==> config.mk <==
export PLATFORM = sky130hd
export DESIGN_NAME = tri_queue
export DESIGN_NICKNAME = d
export VERILOG_FILES = /design/src/hdl/tri_pkg.sv /design/src/hdl/tri_queue.sv
export SDC_FILE = /design/constraint.sdc
export NUM_CORES = 1
export LEC_CHECK = 0
export CORE_UTILIZATION = 63
export CTS_CLUSTER_SIZE = 30
export DETAILED_ROUTE_END_ITERATION = 12
export DONT_BUFFER_PORTS = 1
export PLACE_DENSITY = 0.77
export RECOVER_POWER = 25
export SETUP_SLACK_MARGIN = 0.15
export SKIP_CTS_REPAIR_TIMING = 1
export SYNTH_ARGS = -nofsm -noshare
export SYNTH_HDL_FRONTEND = slang
export SYNTH_SLANG_ARGS = --single-unit
==> constraint.sdc <==
create_clock -name clk -period 17.8 [get_ports clk]
set_input_delay 2.67 -clock clk [delete_from_list [all_inputs] [get_ports clk]]
set_output_delay 2.67 -clock clk [all_outputs]
set_load 0.02 [all_outputs]
==> src/hdl/tri_pkg.sv <==
// ----------------------------------------------------------------------------
// tri_pkg
// Shared types, widths and constants of the three-anchor 2D position solver.
// ----------------------------------------------------------------------------
package tri_pkg;

  localparam int CFG_IDX_W = 3;
  localparam int COORD_W   = 16;
  localparam int RANGE_W   = 16;
  localparam int TAG_W     = 8;
  localparam int POS_W     = 32;

  localparam int A_W   = 18;  // 2 * coordinate difference
  localparam int SQ_W  = 32;  // squared range
  localparam int C_W   = 33;  // anchor square-sum difference
  localparam int P_W   = 36;  // product of two matrix terms
  localparam int DET_W = 38;
  localparam int B_W   = 35;
  localparam int M_W   = 53;
  localparam int N_W   = 54;
  localparam int REM_W = 56;  // dividend 2|n| + |d|
  localparam int DEN_W = 38;  // divisor 2|d|
  localparam int CMP_W = 72;
  localparam int Q_W   = 32;

  // one overflow step plus one step per quotient bit
  localparam int DIV_STEPS = Q_W + 1;

  localparam int QDEPTH = 2;
  localparam int QPTR_W = 1;
  localparam int QCNT_W = 2;

  localparam logic [TAG_W-1:0] TAG_ZERO_CODE = 8'h0f;

  localparam logic signed [COORD_W-1:0] RST_A0X = 16'sd0;
  localparam logic signed [COORD_W-1:0] RST_A0Y = 16'sd0;
  localparam logic signed [COORD_W-1:0] RST_A1X = -16'sd50;
  localparam logic signed [COORD_W-1:0] RST_A1Y = 16'sd365;
  localparam logic signed [COORD_W-1:0] RST_A2X = -16'sd434;
  localparam logic signed [COORD_W-1:0] RST_A2Y = 16'sd113;

  localparam logic [POS_W-1:0] POS_MAX = 32'h7fffffff;
  localparam logic [POS_W-1:0] POS_MIN = 32'h80000000;

  typedef enum logic [CFG_IDX_W-1:0] {
    REG_A0X = 3'd0,
    REG_A0Y = 3'd1,
    REG_A1X = 3'd2,
    REG_A1Y = 3'd3,
    REG_A2X = 3'd4,
    REG_A2Y = 3'd5
  } tri_reg_e;

  // queued item: squared ranges and classified tag
  typedef struct packed {
    logic [SQ_W-1:0]  sq0;
    logic [SQ_W-1:0]  sq1;
    logic [SQ_W-1:0]  sq2;
    logic [TAG_W-1:0] tag_id;
  } tri_item_t;

  // terms derived from the anchor registers
  typedef struct packed {
    logic signed [A_W-1:0]   a00;
    logic signed [A_W-1:0]   a01;
    logic signed [A_W-1:0]   a10;
    logic signed [A_W-1:0]   a11;
    logic signed [C_W-1:0]   c0;
    logic signed [C_W-1:0]   c1;
    logic signed [DET_W-1:0] det;
  } tri_coef_t;

  typedef struct packed {
    logic              empty;
    logic              full;
    logic [QCNT_W-1:0] count;
  } tri_q_status_t;

endpackage

==> src/hdl/tri_queue.sv <==
// ----------------------------------------------------------------------------
// tri_queue
// Short FIFO between the front end and the solver pipeline.
// ----------------------------------------------------------------------------
module tri_queue (
  input  logic                   clk,
  input  logic                   rst,
  input  logic                   push,
  input  tri_pkg::tri_item_t     push_data,
  input  logic                   pop,
  output tri_pkg::tri_item_t     head,
  output tri_pkg::tri_q_status_t status
);

  tri_pkg::tri_item_t            mem [tri_pkg::QDEPTH];
  logic [tri_pkg::QPTR_W-1:0]    wr_ptr;
  logic [tri_pkg::QPTR_W-1:0]    rd_ptr;
  logic [tri_pkg::QCNT_W-1:0]    count;

  always_ff @(posedge clk) begin
    if (rst) begin
      wr_ptr <= '0;
      rd_ptr <= '0;
      count  <= '0;
    end else begin
      if (push) begin
        wr_ptr <= wr_ptr + 1'b1;
      end
      if (pop) begin
        rd_ptr <= rd_ptr + 1'b1;
      end
      if (push && !pop) begin
        count <= count + 1'b1;
      end else if (pop && !push) begin
        count <= count - 1'b1;
      end
    end
  end

  always_ff @(posedge clk) begin
    if (push) begin
      mem[wr_ptr] <= push_data;
    end
  end

  assign head         = mem[rd_ptr];
  assign status.count = count;
  assign status.empty = (count == '0);
  assign status.full  = (count == tri_pkg::QCNT_W'(tri_pkg::QDEPTH));

endmodule

# Word-level counts from Yosys, hierarchy flattened
# Memory sizes are Yosys's and may differ from the RTL's. A register that Yosys moved wholly into a read port is not among the register bits.
# Cells that the tools add are included.
[word_totals]
register_bits = 4
mem_count = 1
word_cells = 21
out_inout_bits = 108
mem_bits_rw = 208
[memory_table]
columns = ["memory", "depth", "word_bits", "rd", "rd_ports_with_merged_regs", "write_ports", "line_no", "text"]
rows = [
  ["mem", 2, 104, 1, 1, 1, "tri_queue.sv:15", "tri_pkg::tri_item_t mem [tri_pkg::QDEPTH];"],
]
[classes]
n_eq_ne = 1
add_sub_neg = 4
n_mux = 6
reduce_logical = 6
[ops]
columns = ["operator", "n"]
rows = [
  ["2-to-1 mux 1 bit", 4],
  ["2-to-1 mux 2 bit", 2],
  ["adder 1 bit, second input constant", 2],
  ["adder 2 x 1 -> 2 bit, second input constant", 1],
  ["equality test 2 bit, second input constant", 1],
  ["logical AND 1 bit", 2],
  ["zero test 1 bit", 2],
  ["zero test 2 bit", 1],
  ["nonzero test 2 bit", 1],
  ["subtractor 2 x 1 -> 2 bit, second input constant", 1],
]

# Depth between registers and ports, before layout
[depth]
ltp_word = 4
mapped_depth = 5

# Least setup slack after synthesis
# No wires, ideal clock.
[synth_timing]
kind = "input to register"
startpoint = "in push"
endpoint = "mem mem[0][0] (netlist name), enable pin"
t_arrival_ns = 7.193
path_stages = 1
path_slack_ns = 10.027
path_buffers = 0
required_time_ns = 17.220
cell_sequence = "nor2b_1"
[synth_between]
elab_chain_len = 2
[synth_lines]
columns = ["item", "line_no", "text"]
rows = [
  ["start: declaration", "tri_queue.sv:8", "input logic push,"],
  ["2-to-1 mux 1 bit", "tri_queue.sv:41", "if (push) begin"],
  ["2-to-1 mux 1 bit (not written as such)", "tri_queue.sv:42", "mem[wr_ptr] <= push_data;"],
  ["end: declaration", "tri_queue.sv:15", ""],
]
# No other way between the ends.

==> summary.txt <==
Timing
  • Share of the clock period used by the worst path after layout: just over 30%
  • Final hold violations: 0
  • Clock Skew: 0.0116 ns
  • Highest Clock Rate: approximately 0.19 GHz
  • Final worst slack: around 12 ns
  • Setup-failing EPs final: 0
  • Final setup TNS: 0 ns
  • Tightest Pin Transition: 0.851 ns
  • Final Slew Violations: 0
  • Minimum clock period: 5.39 ns
  • RSZ-0062 raised after global routing: no
  • Slew headroom: 43.3%

Place
  • # port buffers: 0
  • HPWL after detailed placement: roughly 8100 µm
  • Post-Place Cells: roughly 510
  • Pre-CTS setup slack: 12.88 ns
  • GPL Wtd Cong: 0.710
  • Cell Area, Placed: ~8100 µm²

Logic synthesis
  • Post-synth top area share: 78.5%
  • Synthesized area: roughly 8000 µm²
  • Sequential-to-total area share from yosys stat: 79.7%
  • Top cells by area, synth: edfxtp_1, mux2_4, mux2_2, dfxtp_1, buf_6
  • Gate Count Post-Synth: approximately 350
  • Synth Net Count: 455
  • Yosys warnings: 0
  • Flops & latches, synth: 213
  • Synth cell types: 17
  • Synth Area per Inst: 23.0 µm²
  • Leading area contributor after synthesis: edfxtp_1

Global route
  • Largest net degree at the start of global routing: 60
  • Global Route Usage Sum: 18.8%
  • GR Overflow Total: 0
  • Initial antenna violation count: 0
  • Vias in the first global route: 3,315
  • First-pass GRT wire length: 18,000 µm

Min path
  • Hold Crit Class: reg2reg

Die
  • Core ar.: 12,200 µm²
  • Die height: 114 µm
  • DIE WIDTH: 114 µm
  • Initial Util: 65.5%
  • Site row count: 40
  • I/O pin count: 216
  • Die area: 13,100 µm²

Clock tree
  • Clock sink count: 213
  • Total CTS buffers: 21
  • Clk buf depth: 3
  • H-tree levels: 1
  • CTS Root Cell: clkbuf_16
  • Latest clock arrival within the worst-skew pair: around 0.47 ns
  • CTS tree: built
  • Worst-path clk slew: 0.06 ns

Critical path
  • FF-to-FF setup slack: 15.64 ns
  • Setup Crit Path Kind: reg2out
  • Crit path max fanout: between 50 and 60
  • CP required: 15.13 ns
  • WP data arrival: roughly 2.7 ns
  • Critical path launch point type: flop
  • CP endpoint kind: output port

Layout
  • Antenna fix cells: 0
  • NumNets Final: 470
  • Layout area overhead: 10.2%
  • Filler Cells Inserted: 711
  • Final non-filler cell total: 542
  • Area of the multi-input gates: 1510 µm²
  • Commonest non-fill, non-tap cell in the layout: edfxtp_1
  • Share of layout cells above drive strength 1: 38.0%
  • Design area: about 9000 µm²
  • Reg area: 6350 µm²
  • Commonest cells after routing, fill and taps aside: edfxtp_1, mux2_4, mux2_2

Drt
  • DRC: 0
  • Total number of vias: 3,113
  • First-pass iteration count of the detailed router: 4
  • 1st-iter DRT viols: 228
  • Total wire length: around 12,000 µm
  • Via density: 5.74
  • Final ANT Viol Nets: 0
  • WL per Instance: between 20 and 25 µm

Power and ir drop
  • VDD IR max: 100 µV
  • P per Cell Area: approximately 130 nW/µm²
  • Leakage power: 3.02 nW

Status
  • Status: complete, no violations

Run
  • MaxCap Viol Count: 0
==> cell families after synthesis <==
| group | count (synthesis) | share of synthesized area (%) |
|---|---|---|
| adders and majority gates | 1 | 0.157 |
| buffers and inverters | 13 | 1.48 |
| DFF | 213 | 79.7 |
| AOI/OAI and AO/OA | 2 | 0.126 |
| and+or+nand+nor | 9 | 0.550 |
| muxes | 104 | 17.5 |
| xor gates and xnor gates | 4 | 0.440 |
==> synth_stat cells <==
cell,instances
edfxtp_1,208
mux2_4,60
mux2_2,44
buf_6,7
dfxtp_1,5
nor2_1,5
buf_2,4
nor2b_1,2
xnor2_1,2
xor2_1,2
a21oi_1,1
and2_1,1
buf_8,1
ha_1,1
inv_1,1
o21ai_0,1
or3_1,1
==> through the flow <==
| stage | power (mW) | util (%) | hold WS [ns] |
|---|---|---|---|
| 4_1_cts | 1.15 | 72.2 | 0.535 |
| 3_3_place_gp | 0.717 | 66.6 | 0.491 |
| 6_report | 1.13 | 72.2 | 0.522 |
| 3_5_place_dp | 0.720 | 66.6 | 0.522 |
| 5_1_grt | 1.17 | 72.2 | 0.593 |
| 2_1_floorplan | 0.709 | - | 0.480 |
==> layout make-up <==
| class | instances | share of cell area [%] |
|---|---|---|
| Sequential cell | 213 | 72.3 |
| Multi-Input combinational cell | 120 | 17.2 |
| Clock buffer | 21 | 5.99 |
| Tap cell | 168 | 2.39 |
| Clock inverter | 15 | 1.71 |
| Timing Repair Buffer | 4 | 0.342 |
| Inverter | 1 | 0.0428 |
==> flip-flops by register name (all words and copies together) (netlist names), named ones only <==
name,flops
count,2
mem,208
rd_ptr,1
wr_ptr,1
==> worst max-delay path, stage by stage, from the launching register on <==
cell and delay [ns]:
dfxtp_4 0.89, buf_4 0.80, mux2_2 0.48
==> path summary, 6_finish.rpt <==
| kind | start | to | cells after the start |
|---|---|---|---|
| hold / removal | rd_ptr | flop | 2 |
| setup / recovery | flop | head[98] | 2 |
| setup reg to reg | wr_ptr | mem[1][49] | 2 |
| hold reg to reg | rd_ptr | flop | 2 |
==> per-layer routing <==
layer | vias up | track usage [%] | share of wire (%)
li1 | 1389 | - | -
met1 | 1538 | 21.0 | 35
met2 | 165 | 32.3 | 52
met4 | 0 | 6.15 | 2.2
met5 | - | 0 | 0
met3 | 21 | 8.26 | 11
==> power breakdown <==
part	leakage [nW]	switching, mW	internal, mW
registers	1.99	0.0146	0.586
logic	0.691	0.0672	0.0401
clock network	0.333	0.168	0.258
total	3.02	0.250	0.884
No activity file was read; power rests on OpenSTA's default activity.
